--- src/llmt_pkg.sv ---
// ----------------------------------------------------------------------------
// llmt_pkg - shared types and constants for the map tile converter
// Fixed-point constants, CORDIC angle tables and the data carried between
// the cells of the conversion pipeline.
// ----------------------------------------------------------------------------
package llmt_pkg;

  // Field widths and limits
  localparam int MAX_ZOOM  = 24;
  localparam int FRAC_BITS = 22;
  localparam int LAT_W     = 30;
  localparam int LON_W     = 31;
  localparam int ZOOM_W    = 5;
  localparam int OUT_W     = 24;
  localparam int IN_TDATA_W  = 72;
  localparam int OUT_TDATA_W = 48;

  // CORDIC datapath (Q40)
  localparam int WQ     = 40;
  localparam int NIT    = 40;
  localparam int CW     = 48;
  localparam int HYP_N  = 43;
  localparam int NORM_N = 6;
  localparam int SH_W   = 6;
  localparam int K_W    = 7;
  localparam int HD_W   = 34;
  localparam int RR_W   = 44;
  localparam int CR_W   = 32;
  localparam int LA_W   = LAT_W + 22 - FRAC_BITS;
  localparam int P_W    = LA_W + HD_W;

  localparam logic [63:0] PI_Q60  = 64'h3243F6A8885A308D;
  localparam logic [63:0] LN2_Q64 = 64'hB17217F7D1CF79AB;

  localparam logic signed [CW-1:0] ONE_Q40 = CW'(64'd1 << WQ);
  localparam logic signed [CW-1:0] PI_Q40  = CW'((PI_Q60 + (64'd1 << 19)) >> 20);
  localparam logic signed [CW-1:0] LN2_Q40 = CW'((LN2_Q64 + (64'd1 << 23)) >> 24);
  localparam logic [RR_W-1:0] ROW_D =
    RR_W'(((PI_Q60 + (64'd1 << 19)) >> 20) << 1);
  localparam logic [HD_W-1:0] HALF_DEG = HD_W'((PI_Q60 / 64'd360) >> 20);
  localparam logic [CR_W-1:0] COL_D    = CR_W'(64'd360 << FRAC_BITS);

  // Sideband that travels with every item
  typedef struct packed {
    logic              north;
    logic              psat;
    logic              zero;
    logic [ZOOM_W-1:0] zoom;
    logic [CR_W-1:0]   col_r;
  } side_t;

  // Circular rotation state
  typedef struct packed {
    logic signed [CW-1:0] x;
    logic signed [CW-1:0] y;
    logic signed [CW-1:0] a;
  } circ_t;

  // Normalization state, u = X+Y1 lane and w = X-Y1 lane
  typedef struct packed {
    logic [CW-1:0]         vu;
    logic [CW-1:0]         vw;
    logic signed [K_W-1:0] ku;
    logic signed [K_W-1:0] kw;
    logic                  beyond;
    logic                  upos;
  } norm_t;

  // Hyperbolic vectoring state for both log lanes
  typedef struct packed {
    logic signed [CW-1:0]  xu;
    logic signed [CW-1:0]  yu;
    logic signed [CW-1:0]  zu;
    logic signed [CW-1:0]  xw;
    logic signed [CW-1:0]  yw;
    logic signed [CW-1:0]  zw;
    logic signed [K_W-1:0] ku;
    logic signed [K_W-1:0] kw;
    logic                  beyond;
    logic                  upos;
  } ln_t;

  // Restoring division state for row and column
  typedef struct packed {
    logic [RR_W-1:0]  row_r;
    logic [OUT_W-1:0] row_q;
    logic             row_fix;
    logic             sat;
    logic [CR_W-1:0]  col_r;
    logic [OUT_W-1:0] col_q;
  } div_t;

  // atan(2^-i) in Q40, summed from its series in Q60
  function automatic logic signed [CW-1:0] atan_q40(input int i);
    logic signed [63:0] sa;
    logic signed [63:0] t;
    int e;
    int k;
    sa = '0;
    if (i == 0) begin
      return CW'(((PI_Q60 >> 2) + (64'd1 << 19)) >> 20);
    end
    for (k = 0; k < 31; k++) begin
      e = i * (2 * k + 1);
      if (e <= 60) begin
        t = signed'((64'd1 << (60 - e)) / 64'(2 * k + 1));
        if (k % 2 == 1) sa = sa - t;
        else sa = sa + t;
      end
    end
    return CW'((sa + 64'sd524288) >>> 20);
  endfunction

  // atanh(2^-i) in Q40
  function automatic logic signed [CW-1:0] atanh_q40(input int i);
    logic signed [63:0] sh;
    int e;
    int k;
    sh = '0;
    if (i == 0) begin
      return '0;
    end
    for (k = 0; k < 31; k++) begin
      e = i * (2 * k + 1);
      if (e <= 60) begin
        sh = sh + signed'((64'd1 << (60 - e)) / 64'(2 * k + 1));
      end
    end
    return CW'((sh + 64'sd524288) >>> 20);
  endfunction

  // Shift of hyperbolic cell j; steps 4, 13 and 40 run twice
  function automatic int hyp_shift(input int j);
    int c;
    int i;
    int r;
    int res;
    c   = 0;
    res = 1;
    for (i = 1; i <= NIT; i++) begin
      for (r = 0; r < 2; r++) begin
        if (r == 0 || i == 4 || i == 13 || i == 40) begin
          if (c == j) res = i;
          c++;
        end
      end
    end
    return res;
  endfunction

endpackage

--- src/llmt_norm_cell.sv ---
// ----------------------------------------------------------------------------
// llmt_norm_cell - one step of the leading-zero normalization
// Shifts each lane left by amount when its top amount bits, counting down from
// bit 40, are clear, and lowers its exponent to match.
// ----------------------------------------------------------------------------
module llmt_norm_cell import llmt_pkg::*; (
  input  logic            clk,
  input  logic            rst,
  input  logic            en,
  input  logic [SH_W-1:0] amount,
  input  logic            vld_in,
  input  side_t           side_in,
  input  norm_t           nin,
  output logic            vld_out,
  output side_t           side_out,
  output norm_t           nout
);

  norm_t nxt;

  always_comb begin
    nxt = nin;
    if ((nin.vu[WQ:0] >> (WQ + 1 - int'(amount))) == '0) begin
      nxt.vu = nin.vu << amount;
      nxt.ku = nin.ku - K_W'(amount);
    end
    if ((nin.vw[WQ:0] >> (WQ + 1 - int'(amount))) == '0) begin
      nxt.vw = nin.vw << amount;
      nxt.kw = nin.kw - K_W'(amount);
    end
  end

  always_ff @(posedge clk) begin
    if (rst) begin
      vld_out <= 1'b0;
    end else if (en) begin
      vld_out <= vld_in;
    end
  end

  always_ff @(posedge clk) begin
    if (en) begin
      side_out <= side_in;
      nout     <= nxt;
    end
  end

endmodule

--- config.mk ---
export PLATFORM = sky130hd
export DESIGN_NAME = llmt_norm_cell
export DESIGN_NICKNAME = d
export VERILOG_FILES = /design/src/llmt_pkg.sv /design/src/llmt_norm_cell.sv
export SDC_FILE = /design/constraint.sdc
export NUM_CORES = 1
export LEC_CHECK = 0
export BUFFER_PORTS_ARGS = -buffer_cell sky130_fd_sc_hd__buf_2
export CAP_MARGIN = 15
export CORE_ASPECT_RATIO = 1.2
export CORE_MARGIN = 2
export CORE_UTILIZATION = 50
export DETAILED_ROUTE_END_ITERATION = 10
export GPL_TIMING_DRIVEN = 0
export PLACE_DENSITY = 0.79
export SYNTH_ARGS = -nofsm -noshare
export SYNTH_HDL_FRONTEND = slang
export SYNTH_SLANG_ARGS = --single-unit
--- constraint.sdc ---
create_clock -name clk -period 4.4 [get_ports clk]
set_input_delay 1.32 -clock clk [delete_from_list [all_inputs] [get_ports clk]]
set_output_delay 1.32 -clock clk [all_outputs]
set_load 0.05 [all_outputs]
==> out/results.tsv <==
metric	value	unit
Netlist Area Pre-Place	0.0138	sq mm
failing checks	setup timing	
CTS buffer count	17	
post-DP HPWL	49.9	mm
Tot Pwr	5.94	mW
Initial Util	50.8	%
Die W	155	microns
FMAX	221	MHz
placed cells	2005	
drt total wl	66.2	mm
library cells used by synthesis	75	
worst ir drop on vdd	291	uV
Avg Vias per Cell	7.03	
GPL Wtd Cong	1.04	
Hold Crit Start	vld_out	
crit-path max FO	10	
grt ovf	0	
I/O pin count	315	
vias	14400	
CTS Sinks	153	
Seq/Total Area, Yosys	33.3	%
final core utilization	63.1	%
Final setup violation count	6	
vias in the first global route	13900	
net count after synthesis	1535	
CP Capture Type	flip-flop	
post-synthesis instance total	1358	
Worst Skew	0	ps
Slew Viols, Final	0	
Period minus WS final	4530	ps
class of the worst hold path	reg -> reg	
Total Routing Usage GR	44.6	%
pre-CTS setup slack	-1410	ps
core area	0.0271	sq mm
Final Cycle Share	103	%
clock root cell	clkbuf_16	
Worst EP required	4600	ps
CP arrival	4730	ps
FF+latch count, synth	153	
crit path launch	amount[2]	
Avg Cell Area, Syn	10.1	sq um
P per Cell Area	348	mW/mm^2
share of cells above drive strength 1	41.4	%
first-pass GRT wire length	92.7	mm
Critical R2R Launch	vld_out	
DRT iter0 DRCs	1778	
LEAKAGE	6.88	nW
Die Span Y	186	microns
Yosys warnings	0	
Final ANT Viol Nets	0	
EDFF count, synth	152	
fraction of registers with async set/reset	0	%
DRT Pass-1 Iters	6	
initial antenna violation count	1	
number of remaining DRC errors	0	
TritonCTS clock tree	built	
kind of critical path	in -> reg	
final hold vios	0	
CTS max path bufs	2	
Rows	66	
Final WS setup	-129	ps
DIE AREA	0.0289	sq mm
non-filler cells in the finished layout	2055	
H-tree levels	4	
Skew-Pair Late Insertion Delay	450	ps
main flop type after synthesis	edfxtp_1	
unrepaired setup endpoints after global routing	true	
fin nets	1878	
Max-cap violations	0	
Wirelength per Cell	32.2	microns
CTS Hold Buffers Added	0	
worst slew pin tran	1160	ps
IO Port Bufs	306	
largest net degree at the start of global routing	98	
outcome	complete, but fails checks	
synthesis-to-finish area growth	24.2	%
clock slew at reported path FFs	70	ps
Slew Limit Headroom	22.9	%
crit start category	input port	
==> Yosys cell counts, types with 7 or more instances <==
cell / count / area share, %
a211oi_1: 21 / 1.1
a21o_1: 7 / 0.38
a21oi_1: 62 / 2.3
a31oi_1: 13 / 0.59
and2_1: 15 / 0.68
buf_1: 14 / 0.38
buf_2: 30 / 1.1
buf_4: 15 / 0.82
buf_6: 7 / 0.57
clkbuf_1: 46 / 1.3
edfxtp_1: 152 / 33
ha_1: 13 / 1.2
inv_1: 12 / 0.33
mux2_1: 15 / 1.2
mux2_2: 164 / 13
mux2i_1: 124 / 9.0
mux4_2: 54 / 8.8
nand2_1: 131 / 3.6
nand2b_1: 15 / 0.68
nand3_1: 17 / 0.62
nand4_1: 8 / 0.36
nor2_1: 144 / 3.9
nor2b_1: 12 / 0.55
nor3_1: 20 / 0.73
o211ai_1: 14 / 0.76
o21a_1: 14 / 0.76
o21ai_0: 64 / 2.3
o22a_1: 11 / 0.70
o22ai_1: 28 / 1.3
xnor2_1: 10 / 0.64
==> per-stage QoR <==
stage	hold WS, ps	setup TNS [ps]	cell area [sq um]
finish	497	-310	17100
global route	534	-278	17100
CTS	502	-9.13	16700
detailed placement	486	-141950	15800
global placement	468	-139720	15700
floorplan	733	0	13800
==> routing by layer <==
metal  track usage, %  part of all wire, %  up-vias
met4             27.9                  7.5        4
met1             55.1                   35     6889
met5             1.59                 0.18        -
li1                 -                    -     5890
met2             68.2                   44     1304
met3             13.4                   13      361
==> state kept, by name, indices dropped and copies added, names as in the netlist <==
register / flops
nout: 112
side_out: 40
vld_out: 1
==> worst paths after layout <==
kind,end,slack (ps),cells after the start
setup / recovery,nout[85],-130,9
hold / removal,vld_out,500,2
setup reg to reg,vld_out,3820,2
hold reg to reg,vld_out,500,2
==> cells in the final DEF, fill, tap and decap left out, drive strengths merged, types with 7 or more instances in the layout <==
cell type	instances
mux2i	124
nand4	9
nor3	21
and2	15
a211oi	22
nand3	17
nand2	131
edfxtp	152
ha	13
inv	25
o21ai	64
nor2b	12
mux4	54
xnor2	10
nor2	144
a21oi	62
o22ai	28
mux2	179
buf	383
clkbuf	70
a21o	7
o21a	14
a31oi	13
o22a	11
o211ai	14
nand2b	15
==> kinds of logic (layout without fill, tap and decap cells) <==
group                      count (synthesis)  after routing  share of synthesized area [%]
DFF                                      153            153                           33.3
xor gates and xnor gates                  16             16                           1.02
buffers and inverters                    130            486                           4.61
AOI/OAI and AO/OA                        288            288                           13.9
muxes                                    357            357                           32.5
and+or+nand+nor                          399            399                           13.2
adders and majority gates                 15             15                           1.47
other                                      0              1                              0
==> timing repair <==
| action | CTS | global route |
|---|---|---|
| resized for setup | 87 | 70 |
| pin swaps | 6 | 7 |
| endpoints found under the setup margin | 109 | 102 |
| setup buffers | 8 | 8 |
| gates cloned | 0 | 1 |
==> critical path, stage by stage <==
cell and delay (ps):
buf_2 180, clkbuf_1 540, clkbuf_1 840, clkbuf_1 630, nor2_1 110, a21oi_1 540
o22a_1 250, nor2_1 50, mux2_2 260
==> area by class of cell <==
type / instances / area [sq um]
Fill cell: 2287 / 10000
Multi-Input combinational cell: 1075 / 8900
Sequential cell: 153 / 4580
Timing Repair Buffer: 324 / 1740
Buffer: 112 / 800
Clock buffer: 18 / 429
Tap cell: 340 / 425
Clock inverter: 14 / 129
Inverter: 18 / 72.6
Antenna cell: 1 / 2.50
==> report_power, final <==
part           leakage (nW)  switching [mW]  internal, mW
sequential             1.49          0.0396          1.82
clock                 0.266           0.715         0.746
combinational          5.12            1.76         0.870
(Power assumes the default switching activity.)
