<file path="src/llmt_pkg.sv">
// ----------------------------------------------------------------------------
// llmt_pkg - shared types and constants for the map tile converter
// Fixed-point constants, CORDIC angle tables and the data carried between
// the cells of the conversion pipeline.
// ----------------------------------------------------------------------------
package llmt_pkg;

  // Field widths and limits
  localparam int MAX_ZOOM  = 24;
  localparam int FRAC_BITS = 22;
  localparam int LAT_W     = 30;
  localparam int LON_W     = 31;
  localparam int ZOOM_W    = 5;
  localparam int OUT_W     = 24;
  localparam int IN_TDATA_W  = 72;
  localparam int OUT_TDATA_W = 48;

  // CORDIC datapath (Q40)
  localparam int WQ     = 40;
  localparam int NIT    = 40;
  localparam int CW     = 48;
  localparam int HYP_N  = 43;
  localparam int NORM_N = 6;
  localparam int SH_W   = 6;
  localparam int K_W    = 7;
  localparam int HD_W   = 34;
  localparam int RR_W   = 44;
  localparam int CR_W   = 32;
  localparam int LA_W   = LAT_W + 22 - FRAC_BITS;
  localparam int P_W    = LA_W + HD_W;

  localparam logic [63:0] PI_Q60  = 64'h3243F6A8885A308D;
  localparam logic [63:0] LN2_Q64 = 64'hB17217F7D1CF79AB;

  localparam logic signed [CW-1:0] ONE_Q40 = CW'(64'd1 << WQ);
  localparam logic signed [CW-1:0] PI_Q40  = CW'((PI_Q60 + (64'd1 << 19)) >> 20);
  localparam logic signed [CW-1:0] LN2_Q40 = CW'((LN2_Q64 + (64'd1 << 23)) >> 24);
  localparam logic [RR_W-1:0] ROW_D =
    RR_W'(((PI_Q60 + (64'd1 << 19)) >> 20) << 1);
  localparam logic [HD_W-1:0] HALF_DEG = HD_W'((PI_Q60 / 64'd360) >> 20);
  localparam logic [CR_W-1:0] COL_D    = CR_W'(64'd360 << FRAC_BITS);

  // Sideband that travels with every item
  typedef struct packed {
    logic              north;
    logic              psat;
    logic              zero;
    logic [ZOOM_W-1:0] zoom;
    logic [CR_W-1:0]   col_r;
  } side_t;

  // Circular rotation state
  typedef struct packed {
    logic signed [CW-1:0] x;
    logic signed [CW-1:0] y;
    logic signed [CW-1:0] a;
  } circ_t;

  // Normalization state, u = X+Y1 lane and w = X-Y1 lane
  typedef struct packed {
    logic [CW-1:0]         vu;
    logic [CW-1:0]         vw;
    logic signed [K_W-1:0] ku;
    logic signed [K_W-1:0] kw;
    logic                  beyond;
    logic                  upos;
  } norm_t;

  // Hyperbolic vectoring state for both log lanes
  typedef struct packed {
    logic signed [CW-1:0]  xu;
    logic signed [CW-1:0]  yu;
    logic signed [CW-1:0]  zu;
    logic signed [CW-1:0]  xw;
    logic signed [CW-1:0]  yw;
    logic signed [CW-1:0]  zw;
    logic signed [K_W-1:0] ku;
    logic signed [K_W-1:0] kw;
    logic                  beyond;
    logic                  upos;
  } ln_t;

  // Restoring division state for row and column
  typedef struct packed {
    logic [RR_W-1:0]  row_r;
    logic [OUT_W-1:0] row_q;
    logic             row_fix;
    logic             sat;
    logic [CR_W-1:0]  col_r;
    logic [OUT_W-1:0] col_q;
  } div_t;

  // atan(2^-i) in Q40, summed from its series in Q60
  function automatic logic signed [CW-1:0] atan_q40(input int i);
    logic signed [63:0] sa;
    logic signed [63:0] t;
    int e;
    int k;
    sa = '0;
    if (i == 0) begin
      return CW'(((PI_Q60 >> 2) + (64'd1 << 19)) >> 20);
    end
    for (k = 0; k < 31; k++) begin
      e = i * (2 * k + 1);
      if (e <= 60) begin
        t = signed'((64'd1 << (60 - e)) / 64'(2 * k + 1));
        if (k % 2 == 1) sa = sa - t;
        else sa = sa + t;
      end
    end
    return CW'((sa + 64'sd524288) >>> 20);
  endfunction

  // atanh(2^-i) in Q40
  function automatic logic signed [CW-1:0] atanh_q40(input int i);
    logic signed [63:0] sh;
    int e;
    int k;
    sh = '0;
    if (i == 0) begin
      return '0;
    end
    for (k = 0; k < 31; k++) begin
      e = i * (2 * k + 1);
      if (e <= 60) begin
        sh = sh + signed'((64'd1 << (60 - e)) / 64'(2 * k + 1));
      end
    end
    return CW'((sh + 64'sd524288) >>> 20);
  endfunction

  // Shift of hyperbolic cell j; steps 4, 13 and 40 run twice
  function automatic int hyp_shift(input int j);
    int c;
    int i;
    int r;
    int res;
    c   = 0;
    res = 1;
    for (i = 1; i <= NIT; i++) begin
      for (r = 0; r < 2; r++) begin
        if (r == 0 || i == 4 || i == 13 || i == 40) begin
          if (c == j) res = i;
          c++;
        end
      end
    end
    return res;
  endfunction

endpackage

</file>
<file path="src/llmt_div_cell.sv">
// ----------------------------------------------------------------------------
// llmt_div_cell - one restoring division step for row and column
// One quotient bit per lane while step < zoom; a clamped row gets none.
// ----------------------------------------------------------------------------
module llmt_div_cell import llmt_pkg::*; (
  input  logic              clk,
  input  logic              rst,
  input  logic              en,
  input  logic [ZOOM_W-1:0] step,
  input  logic              vld_in,
  input  side_t             side_in,
  input  div_t              din,
  output logic              vld_out,
  output side_t             side_out,
  output div_t              dout
);

  logic [RR_W-1:0] rr;
  logic [CR_W-1:0] cr;
  div_t nxt;

  always_comb begin
    nxt = din;
    rr  = din.row_r << 1;
    cr  = din.col_r << 1;
    if (step < side_in.zoom) begin
      // column lane
      nxt.col_q = din.col_q << 1;
      nxt.col_r = cr;
      if (cr >= COL_D) begin
        nxt.col_r    = cr - COL_D;
        nxt.col_q[0] = 1'b1;
      end
      // row lane, skipped once the row is clamped
      if (!din.row_fix) begin
        nxt.row_q = din.row_q << 1;
        nxt.row_r = rr;
        if (rr >= ROW_D) begin
          nxt.row_r    = rr - ROW_D;
          nxt.row_q[0] = 1'b1;
        end
      end
    end
  end

  always_ff @(posedge clk) begin
    if (rst) begin
      vld_out <= 1'b0;
    end else if (en) begin
      vld_out <= vld_in;
    end
  end

  always_ff @(posedge clk) begin
    if (en) begin
      side_out <= side_in;
      dout     <= nxt;
    end
  end

endmodule

</file>
<file path="config.mk">
export PLATFORM = sky130hd
export DESIGN_NAME = llmt_div_cell
export DESIGN_NICKNAME = d
export VERILOG_FILES = /design/src/llmt_pkg.sv /design/src/llmt_div_cell.sv
export SDC_FILE = /design/constraint.sdc
export NUM_CORES = 1
export LEC_CHECK = 0
export BUFFER_PORTS_ARGS = -buffer_cell sky130_fd_sc_hd__buf_2
export CAP_MARGIN = 40
export CORE_UTILIZATION = 44
export CTS_CLUSTER_DIAMETER = 150
export DETAILED_ROUTE_END_ITERATION = 8
export MAX_ROUTING_LAYER = met4
export PLACE_DENSITY = 0.85
export SLEW_MARGIN = 20
export SYNTH_ARGS = -nofsm -noshare
export SYNTH_HDL_FRONTEND = slang
export SYNTH_SLANG_ARGS = --single-unit
</file>
<file path="constraint.sdc">
create_clock -name clk -period 2.3 [get_ports clk]
set_clock_uncertainty 0.05 [all_clocks]
set_input_delay 0.115 -clock clk [delete_from_list [all_inputs] [get_ports clk]]
set_output_delay 0.115 -clock clk [all_outputs]
set_load 0.02 [all_outputs]
</file>
==> out/qor.yml, run 1 <==
outcome:
  outcome: "complete, but fails checks"
  failed_checks: "negative setup slack"
timing:
  finalCriticalPeriod_ns: 2.314
  hold_viol_final: 0
  fmax_ghz: 0.4322
  fin_crit_sh_pct: 100.6
  setup_viol: 1
  setup_tns_ns: -0.01354
  slew_violations: 0
  slew_headroom_pct: 56.46
  hold_ws_ns: 0.02250
  worstMarginPinSlew_ns: 0.6510
  fin_ws_ns: -0.01354
clocking:
  htree_levels: 4
  clk_pin_slew_ns: 0.07
  ctsLongestPathBuffers: 2
  cts_tree: "done"
  cts.sinks: 167
  clock_latency_ns: 0.42
  clock-root-buffer: "clkbuf_16"
  cts-buffers-inserted: 17
worst_setup_path:
  path_depth: 9
  worstPathMaxFanout: 5
  crit_slowest_cell: "dlygate4sd3_1"
  critical_path_class: "input port to register"
  reg2regPathDepth: 3
  cp_num_buf_inv: 2
  crit_path_start_kind: "input port"
  end_kind: "register"
  path_cells: "dlygate4sd3_1 -> buf_2 -> or4_1 -> nor4_2 -> a41o_1 -> nand2b_2 -> nor2b_1 -> xnor2_1 -> o21ai_0"
  crit_path_max_incr_delay_ns: 0.55
  required_ns: 2.40
  critPathTopFamily: "simple AND/OR/NAND/NOR gates"
  cp_data_arrival_time_ns: 2.41
global_routing:
  grt_max_degree: 65
  track_usage_pct: 28.87
  grt_pass1_wl_um: 39410
  use_met1_pct: 31.38
  antenna_found_initial: 2
  grt.met2_usage_pct: 49.80
  grt_pass1_vias: 7360
  grt-ovfl-total: 0
  met3_usage_pct: 5.481
  grt.busiest_layer: "met2"
yosys:
  syn_inst: 649
  synth_top_area_cell: "edfxtp_1"
  async_reset_ff_share_pct: 0
  synth.top_cells.by_area: "edfxtp_1 62%, mux2_2 6.7%, nand2_1 6.2%"
  ys_types: 60
  synth_flop_cell: "edfxtp_1"
  synth_top_area_share_pct: 62.08
  synth_warnings: 0
  syn_nets: 831
  synth-edff-count: 166
  netlist_area_um2: 8030
  ys_ff_latch: 167
  syn_area_per_cell_um2: 12.37
  ys_seq_area_share_pct: 62.32
power_and_ir_drop:
  switchingPower_w: 0.002711
  powerDensity_nw_per_um2: 701.7
  p_seq_share_pct: 43.8
  vdd_drop_max_mv: 0.4746
  pwr-share-comb_pct: 23.3
  p_leak_nw: 5.386
  internal-power_w: 0.006074
  p_clk_share_pct: 32.9
  swShare_pct: 30.86
  power.total_w: 0.008784
die:
  die_area_um2: 18800
  start_util_pct: 44.86
  io_pins: 342
  num_rows: 49
  core_um2: 17900
  die_y_um: 137.1
  die_w_um: 137.1
drt:
  vias: 7633
  drt_pass1_iterations: 5
  drc: 0
  wl_um: 27150
  drtIter0Drc: 485
  antenna_left: 0
  wire_per_inst_um: 19.09
  viasPerCell: 5.368
finish:
  final_cell_mix: "340 x buf_2, 166 x edfxtp_1, 132 x nand2_1, 124 x dlygate4sd3_1, 74 x buf_4"
  final_common_cell: "buf_2"
  multi_input_area_um2: 2912
  drive_gt1_share_pct: 44.50
  areaGrowthSynthToFinish_pct: 55.91
  fillerInstances: 1163
  stdcell_area_um2: 12520
  regArea_um2: 5005
  nNetsFinal: 1360
min_path:
  min_path_type: "input port to register"
  hold_depth: 3
placement:
  gp_congestion: 0.8916
  hpwl_um: 17370
  port_buffers: 341
  placed_area_um2: 10620
flow_run:
  drv_cap: 0
[final cells by class]
type	instances	area share [%]
sequential	167	39.98
antenna	2	0.03998
clock inverter	15	1.399
inverter	11	0.3298
tap	229	2.289
clock buffer	17	3.398
timing repair buffer	547	29.31
multi-input combinational	434	23.26
[cells in the mapped netlist, types with 2 or more instances]
| cell type | count |
|---|---|
| a21oi_1 | 12 |
| and2_1 | 7 |
| inv_1 | 11 |
| nor3_1 | 8 |
| and3_1 | 2 |
| or2_2 | 2 |
| nor4b_1 | 4 |
| nand2_1 | 132 |
| buf_6 | 3 |
| or3_1 | 3 |
| o41a_1 | 2 |
| o31ai_1 | 3 |
| and4_1 | 2 |
| o211ai_1 | 2 |
| clkbuf_1 | 31 |
| xor2_1 | 8 |
| mux2_2 | 48 |
| nor2_1 | 22 |
| mux2i_1 | 3 |
| o21a_1 | 2 |
| nor4_4 | 2 |
| a31oi_1 | 7 |
| edfxtp_1 | 166 |
| a21o_1 | 2 |
| o21ai_0 | 52 |
| nand3_1 | 7 |
| nor4_1 | 5 |
| nand4_1 | 4 |
| nor3b_2 | 2 |
| nor4_2 | 2 |
| xnor2_1 | 35 |
| nand2b_1 | 5 |
| buf_2 | 3 |
| nor3_2 | 2 |
| or4_1 | 6 |
| o21ai_1 | 9 |
| ha_1 | 7 |
| a211o_1 | 2 |
| a211oi_1 | 2 |
| nor4bb_1 | 2 |
[layer usage]
layer	vias up	part of all wire [%]	wire, µm
met5	-	0	0
met4	0	4.4	1188
met3	98	7.8	2129
met2	436	52	14090
met1	3652	36	9742
li1	3447	-	-
[what timing repair did]
item | CTS | global route
hold buffers | 123 | 1
endpoints found under the hold margin | 124 | 1
setup buffers | 0 | 1
resized for setup | 0 | 7
setup endpoints to repair | 0 | 65
[worst paths after layout]
kind                               start   endpoint  slack [ns]
worst max-delay path             din[29]   dout[51]       -0.01
worst max register to register   vld_out    vld_out        1.04
worst min-delay path            din[111]  dout[111]        0.02
worst min register to register   vld_out    vld_out        1.08
[sequential cells by signal (all words and copies together), names as in the netlist]
signal and count:
dout 126, side_out 40, vld_out 1
[power by group through the flow]
stage / Combinational [W] / Sequential, W / Clock [W]
after global routing: 0.00218 / 0.00387 / 0.00305
after floorplan: 0.000566 / 0.00430 / 0
after CTS: 0.00199 / 0.00383 / 0.00289
final: 0.00205 / 0.00385 / 0.00289
after detailed placement: 0.00181 / 0.00389 / 0
after global placement: 0.00176 / 0.00387 / 0
[cell families (layout without fill, tap and decap cells)]
kind of cell	Yosys count	count (layout)	share of synthesized area (%)
simple gates	225	226	14.09
flops	167	167	62.32
compound gates	107	107	8.071
mux	51	51	7.105
buf+inv	49	590	2.633
xor+xnor	43	43	4.690
fa+ha+maj	7	7	1.091
other cells	0	2	0
[worst reg2reg max path, delay by kind of cell (launching register included)]
kind,cells,cell delay [ns]
buffers and inverters,1,0.57
DFF,1,0.32
muxes,1,0.15
and+or+nand+nor,1,0.06
[metrics by stage]
stage	setup slack, ns	util (%)	cells
after floorplan	-0.01106	-	649
after CTS	0.007549	69.58	1417
after global routing	-0.06316	69.93	1422
after global placement	-0.2579	59.34	1262
final	-0.01354	69.93	1422
after detailed placement	-0.3760	59.34	1262
Note: power is estimated with default switching activity, not from simulation.
==> run 2, diff against run 1 <==
CORE_ASPECT_RATIO = 0.7   (was not set)
GPL_TIMING_DRIVEN = 0   (was not set)
==> out/qor.yml, run 2 <==
yosys:
  syn_nets: 831  # unchanged
  ys_types: 60  # unchanged
  synth.top_cells.by_area: "edfxtp_1 62%, mux2_2 6.7%, nand2_1 6.2%"
  synthTopCellsByCount: "166 x edfxtp_1, 132 x nand2_1, 52 x o21ai_0"
  syn_area_per_cell_um2: 12.37  # unchanged
  synth-edff-count: 166  # unchanged
  synth_flop_cell: "edfxtp_1"
  async_reset_ff_share_pct: 0  # unchanged
  synth_warnings: 0  # unchanged
  syn_inst: 649  # unchanged
  yosysMostFrequentCell: "edfxtp_1"
  synth_top_area_cell: "edfxtp_1"
  synth_top_area_share_pct: 62.08  # unchanged
  netlist_area_um2: 8030  # unchanged
  ys_ff_latch: 167  # unchanged
  ys_seq_area_share_pct: 62.32  # unchanged
placement:
  port_buffers: 331  # -2.9%
  hpwl_um: 16790  # -3.4%
  gp_congestion: 0.9205  # +3.2%
clocking:
  cts.sinks: 167  # unchanged
  clock-root-buffer: "clkbuf_16"
  htree_levels: 4  # unchanged
  ctsLongestPathBuffers: 2  # unchanged
  cts-buffers-inserted: 17  # unchanged
timing:
  worst-ep-kind: "register data pin"
  postGrtWorstEndpoint: "dout[86]$_DFFE_PP_/D"
outcome:
  failing_step: "5_2_route"
  outcome: "aborted with a tool error"
  stop_error: "[ERROR DRT-0255] Maze Route cannot find path of net din[78] in worker of routeBox ( 144900 96600 ) ( 163470 115030 )."
die:
  die_y_um: 115.0  # -16%
  die_w_um: 163.5  # +19%
  num_rows: 40  # -18%
  io_pins: 342  # unchanged
  start_util_pct: 45.84  # +0.99 points
global_routing:
  antenna_found_initial: 2  # unchanged
  grt_pass1_wl_um: 39270  # -0.35%
  track_usage_pct: 28.70  # -0.16 points
  grt-ovfl-total: 0  # unchanged
  grt_pass1_vias: 7160  # -2.7%
  grt_max_degree: 92  # +42%
-- run 2: timing repair --
| item | 4_1_cts | 5_1_grt |
|---|---|---|
| resized for setup | 7 | 52 |
| pin swaps | 3 | 12 |
| buffers inserted | 4 | 2 |
| hold buffers | 137 | 1 |
| gates cloned | 0 | 3 |
| endpoints found under the setup margin | 28 | 112 |
| hold endpoints to repair | 136 | 1 |
-- run 2: layer usage --
metal / GRT usage, %
met1: 32.90
met2: 48.19
met3: 6.962
met4: 12.35
met5: -
-- run 2: logic make-up after synthesis --
logic type,count (synthesis),share of synthesized area [%]
buffers and inverters,49,2.633
AND/OR/NAND/NOR,225,14.09
XOR/XNOR,43,4.690
flip-flops,167,62.32
adder cells (fa/ha/maj),7,1.091
multiplexers,51,7.105
AO/OA/AOI/OAI,107,8.071
-- run 2: per-stage QoR --
stage / instance area [µm²] / utilization [%] / setup WS [ns] / std cells / TNS [ns]
global route: 12290 / 70.16 / -0.02849 / 1393 / -0.1068
floorplan: 8080 / - / -0.01106 / 649 / -0.02679
detailed placement: 10060 / 57.45 / -0.5041 / 1212 / -42.08
global placement: 10030 / 57.24 / -1.015 / 1211 / -201.19
CTS: 12070 / 68.92 / -0.004771 / 1385 / -0.004771
==> run 3, diff against run 2 <==
CORE_ASPECT_RATIO = not set   (was 0.7)
CORE_UTILIZATION = 29   (was 44)
CTS_CLUSTER_DIAMETER = not set   (was 150)
MAX_ROUTING_LAYER = not set   (was met4)
PLACE_DENSITY = not set   (was 0.85)
PLACE_DENSITY_LB_ADDON = 0.15   (was not set)
clock period = 2.99 ns   (was 2.3 ns; I/O delays follow)
==> out/qor.yml, run 3 (synthesis gave the netlist of run 1 again) <==
finish:
  max_flop_register: "dout"
  stdcell_area_um2: 11940
  largest_reg_flops: 126
  num_antenna_cells: 0
  regArea_um2: 5005
  multi_input_area_um2: 2814
  final_cell_mix: "333 x buf_2, 166 x edfxtp_1, 132 x nand2_1, 116 x dlygate4sd3_1, 52 x o21ai_0"
  nNetsFinal: 1298
  drive_gt1_share_pct: 38.53
  final_common_cell: "buf_2"
  fin_util_pct: 44.17
  areaGrowthSynthToFinish_pct: 48.64
  fillerInstances: 2601
  largestRegisters: "dout x126, side_out x40, vld_out x1"
global_routing:
  grt.met2_usage_pct: 30.22  # -18 points
  grt-ovfl-total: 0  # unchanged
  grt_max_degree: 87  # -5.4%
  antenna_found_initial: 0  # -2
  grt_pass1_wl_um: 38240  # -2.6%
  use_met1_pct: 21.77  # -11 points
  met3_usage_pct: 4.513  # -2.4 points
  track_usage_pct: 17.65  # -11 points
  grt_pass1_vias: 6852  # -4.3%
  grt.busiest_layer: "met2"
worst_setup_path:
  worstPathMaxFanout: 8
  crit_slowest_cell: "dlygate4sd3_1"
  critPathTopFamily: "simple AND/OR/NAND/NOR gates"
  reg2regPathDepth: 3
  cp_num_buf_inv: 3
  crit_path_max_incr_delay_ns: 0.55
  path_cells: "dlygate4sd3_1 -> buf_2 -> or4_1 -> nor4_1 -> a41o_1 -> nand2b_1 -> clkbuf_1 -> nor2b_1 -> xnor2_1 -> o21ai_0"
  cp_data_arrival_time_ns: 2.85
  critical_path_class: "input port to register"
  path_depth: 10
  crit_path_start_kind: "input port"
  required_ns: 3.09
  end_kind: "register"
drt:
  wire_per_inst_um: 17.02
  drc: 0
  vias: 6785
  antenna_left: 0
  viasPerCell: 4.616
  drt_pass1_iterations: 4
  wl_um: 25020
  drtIter0Drc: 372
timing:
  rsz0062_at_grt: "false"
  finalCriticalPeriod_ns: 2.746
  fin_crit_sh_pct: 91.85
  fmax_ghz: 0.3641
  hold_viol_final: 0
  setup_viol: 0
  fin_ws_ns: 0.2435
  slew_violations: 0
  slew_headroom_pct: 51.00
  worstMarginPinSlew_ns: 0.7282
power_and_ir_drop:
  vdd_drop_max_mv: 0.3301
  powerDensity_nw_per_um2: 560.5
  power.total_w: 0.006690
  p_leak_nw: 4.945
clocking:
  clock-root-buffer: "clkbuf_16"
  htree_levels: 4  # unchanged
  ctsLongestPathBuffers: 2  # unchanged
  cts_tree: "done"
  clk_pin_slew_ns: 0.07
  cts-buffers-inserted: 17  # unchanged
  clock_latency_ns: 0.42
  cts.sinks: 167  # unchanged
placement:
  gp_congestion: 0.8175  # -11%
  port_buffers: 331  # unchanged
  placed_area_um2: 10150  # +0.87%
  hpwl_um: 17940  # +6.9%
  post-place-ws_ns: -0.04335  # +0.4608 ns
die:
  io_pins: 342  # unchanged
  die_area_um2: 28360
  die_y_um: 168.4  # +46%
  die_w_um: 168.4  # +3.0%
  num_rows: 60  # +50%
  start_util_pct: 29.71  # -16 points
  core_um2: 27030
outcome:
  outcome: "complete, no violations"
flow_run:
  drv_cap: 0
min_path:
  hold_depth: 3
  min_path_type: "input port to register"
## run 3: layout make-up
| type | instances | share of cell area, % |
|---|---|---|
| sequential | 167 | 41.93 |
| timing repair buffer | 448 | 23.92 |
| multi-input combinational | 433 | 23.57 |
| tap | 341 | 3.574 |
| clock buffer | 17 | 3.564 |
| clock inverter | 15 | 1.656 |
| buffer | 38 | 1.436 |
| inverter | 11 | 0.3459 |
## run 3: final timing paths
kind                            startpoint  slack [ns]       end
worst min-delay path               din[49]        0.02  dout[49]
worst max-delay path               din[26]        0.24  dout[51]
worst min register to register     vld_out        0.99   vld_out
worst max register to register     vld_out        1.81   vld_out
## run 3: power by group
part           internal, W  leakage [nW]  switching, W  total [W]
Sequential         0.00287          1.63     0.0000560    0.00293
Combinational     0.000573          3.01      0.000865    0.00144
Clock              0.00122         0.305       0.00110    0.00233
## run 3: worst min-delay path: stages
cell and delay, ns:
buf_2 0.11, nand2_1 0.05, o21ai_0 0.07
## run 3: repair_timing
item / in CTS / in global routing
hold buffers: 116 / 0
endpoints found under the setup margin: 0 / 10
setup buffers: 0 / 0
endpoints found under the hold margin: 117 / 0
gates resized for setup: 0 / 2
## run 3: layer usage
layer  share of wire, %  up-vias
met5                  0        -
met1                 43     3183
li1                   -     3324
met2                 49      250
met3                6.4       28
met4                1.9        0
## run 3: stage by stage
stage	setup TNS, ns	std cells	hold slack [ns]
final	0	1470	0.02085
after global routing	0	1470	0.004107
after CTS	0	1470	0.001086
after detailed placement	-0.04335	1322	0.2604
after global placement	-98.97	1321	0.2560
after floorplan	0	649	0.1719
==> run 4, diff against run 3 <==
CORE_ASPECT_RATIO = 1.25   (was not set)
CORE_UTILIZATION = 35   (was 29)
==> out/qor.yml, run 4 (synthesis gave the netlist of run 1 again) <==
placement:
  hpwl_um: 17580  # -2.0%
  gp_congestion: 0.8301  # +1.5%
  place_inst: 1264  # -4.4%
  placed_area_um2: 10080  # -0.72%
  port_buffers: 331  # unchanged
  post-place-ws_ns: 0.03328  # +0.07663 ns
power_and_ir_drop:
  p_leak_nw: 5.013  # +1.4%
  pwr-share-comb_pct: 21.3  # -0.2 points
  swShare_pct: 27.42  # -2.8 points
  internal-power_w: 0.004956  # +6.2%
  vdd_drop_max_mv: 0.5082  # +54%
  switchingPower_w: 0.001872  # -7.4%
  powerDensity_nw_per_um2: 567.6  # +1.3%
  p_seq_share_pct: 42.9  # -0.8 points
  p_clk_share_pct: 35.9  # +1.1 points
global_routing:
  met3_usage_pct: 5.069  # +0.56 points
  grt.busiest_layer: "met2"
  grt-ovfl-total: 0  # unchanged
  grt.met2_usage_pct: 36.12  # +5.9 points
  grt_pass1_wl_um: 35050  # -8.3%
  antenna_found_initial: 1  # +1
  grt_max_degree: 89  # +2.3%
  grt_pass1_vias: 6585  # -3.9%
  use_met1_pct: 21.63  # -0.14 points
  track_usage_pct: 20.01  # +2.4 points
die:
  start_util_pct: 35.91  # +6.2 points
  die_area_um2: 23560  # -17%
  die_w_um: 137.5  # -18%
  core_um2: 22360  # -17%
  die_y_um: 171.4  # +1.7%
  io_pins: 342  # unchanged
  num_rows: 61  # +1.7%
clocking:
  clock-root-buffer: "clkbuf_16"
  ctsLongestPathBuffers: 2  # unchanged
  cts_tree: "done"
  cts.sinks: 167  # unchanged
  clock_latency_ns: 0.42  # about the same
  cts-buffers-inserted: 17  # unchanged
  htree_levels: 4  # unchanged
  clk_pin_slew_ns: 0.08  # about the same
finish:
  fin_util_pct: 53.79  # +9.6 points
  largest_reg_flops: 126  # unchanged
  largestRegisters: "dout x126, side_out x40, vld_out x1"
  final_common_cell: "buf_2"
  max_flop_register: "dout"
  areaGrowthSynthToFinish_pct: 49.80
  final_cell_mix: "332 x buf_2, 166 x edfxtp_1, 132 x nand2_1, 128 x dlygate4sd3_1, 52 x o21ai_0"
  stdcell_area_um2: 12030  # +0.78%
  finalNonFillerCells: 1426  # -3.0%
  drive_gt1_share_pct: 38.18  # -0.35 points
  nNetsFinal: 1311  # +1.0%
  fillerInstances: 1989  # -24%
timing:
  slew_headroom_pct: 53.62  # +2.6 points
  setup_viol: 0  # unchanged
  rsz0062_at_grt: "true"
  fin_crit_sh_pct: 98.61  # +6.8 points
  worstMarginPinSlew_ns: 0.6904  # -0.03782 ns
  hold_viol_final: 0  # unchanged
  slew_violations: 0  # unchanged
  fmax_ghz: 0.3392  # -6.8%
  finalCriticalPeriod_ns: 2.948  # +0.2020 ns
  fin_ws_ns: 0.04158  # -0.2020 ns
  setup_tns_ns: 0  # unchanged
drt:
  drt_pass1_iterations: 4  # unchanged
  antenna_left: 0  # unchanged
  drtIter0Drc: 310  # -17%
  drc: 0  # unchanged
  wl_um: 24340  # -2.7%
  viasPerCell: 4.764  # +3.2%
  wire_per_inst_um: 17.07  # +0.30%
  vias: 6793  # +0.12%
min_path:
  min_path_type: "input port to register"
worst_setup_path:
  crit_path_start_kind: "input port"
  worstPathMaxFanout: 8  # unchanged
  end_kind: "register"
  critical_path_class: "input port to register"
  cp_data_arrival_time_ns: 3.06  # +0.21 ns
  required_ns: 3.10  # about the same
outcome:
  outcome: "complete, no violations"
flow_run:
  drv_cap: 0  # unchanged
## run 4: cell count changes in the layout (fill, tap and decap cells not counted), moves of 2 or more
cell,previous run,this run
clkinv_8,3,0
bufinv_16,1,5
buf_4,0,2
dlygate4sd3_1,116,128
inv_8,6,1
## run 4: final timing paths
path                               start   endpoint  slack (ns)  cells past startpoint
worst min register to register   vld_out    vld_out        1.04                      3
worst min-delay path            din[108]  dout[108]        0.02                      3
worst max register to register   vld_out    vld_out        1.76                      3
worst max-delay path             din[87]   dout[92]        0.04                     10
## run 4: cell type report
cell class	instances	area [µm²]	area share (%)
Buffer	38	175.2	1.456
Antenna cell	1	2.502	0.02080
Tap cell	283	354.1	2.944
Timing Repair Buffer	461	2983	24.80
Inverter	11	41.29	0.3433
Sequential cell	167	5005	41.61
Clock inverter	13	217.7	1.810
Clock buffer	19	432.9	3.599
Multi-Input combinational cell	433	2818	23.42
## run 4: power by group through the flow
stage | logic (W) | clock network [W] | registers [W]
after floorplan | 0.000429 | 0 | 0.00331
after global placement | 0.00131 | 0 | 0.00298
after detailed placement | 0.00132 | 0 | 0.00298
after CTS | 0.00146 | 0.00252 | 0.00293
after global routing | 0.00157 | 0.00257 | 0.00295
final | 0.00145 | 0.00245 | 0.00293
## run 4: through the flow
step	hold slack (ns)	total power, W
after floorplan	0.1719	0.003736
after global placement	0.2579	0.004290
after detailed placement	0.2635	0.004295
after CTS	0.002914	0.006912
after global routing	0.01186	0.007100
final	0.02141	0.006828
## run 4: critical path: stages
cell and delay (ns):
dlygate4sd3_1 0.54, buf_2 0.14, or4_1 0.39, clkbuf_2 0.19
o31a_1 0.40, o2111ai_1 0.27, nand3_1 0.40, and3b_1 0.36
xnor2_1 0.12, o21ai_0 0.08
## run 4: metal layers
metal	vias up	wire (µm)	share of wire (%)
li1	3354	-	-
met1	3154	9382	39
met5	-	0	0
met3	34	1836	7.5
met2	251	12530	51
met4	0	589	2.4
## run 4: timing repair
item                                   4_1_cts  5_1_grt
hold buffers                               128        0
gates resized for setup                      0        7
setup endpoints to repair                    0       54
endpoints found under the hold margin      131        0
setup buffers                                0        1
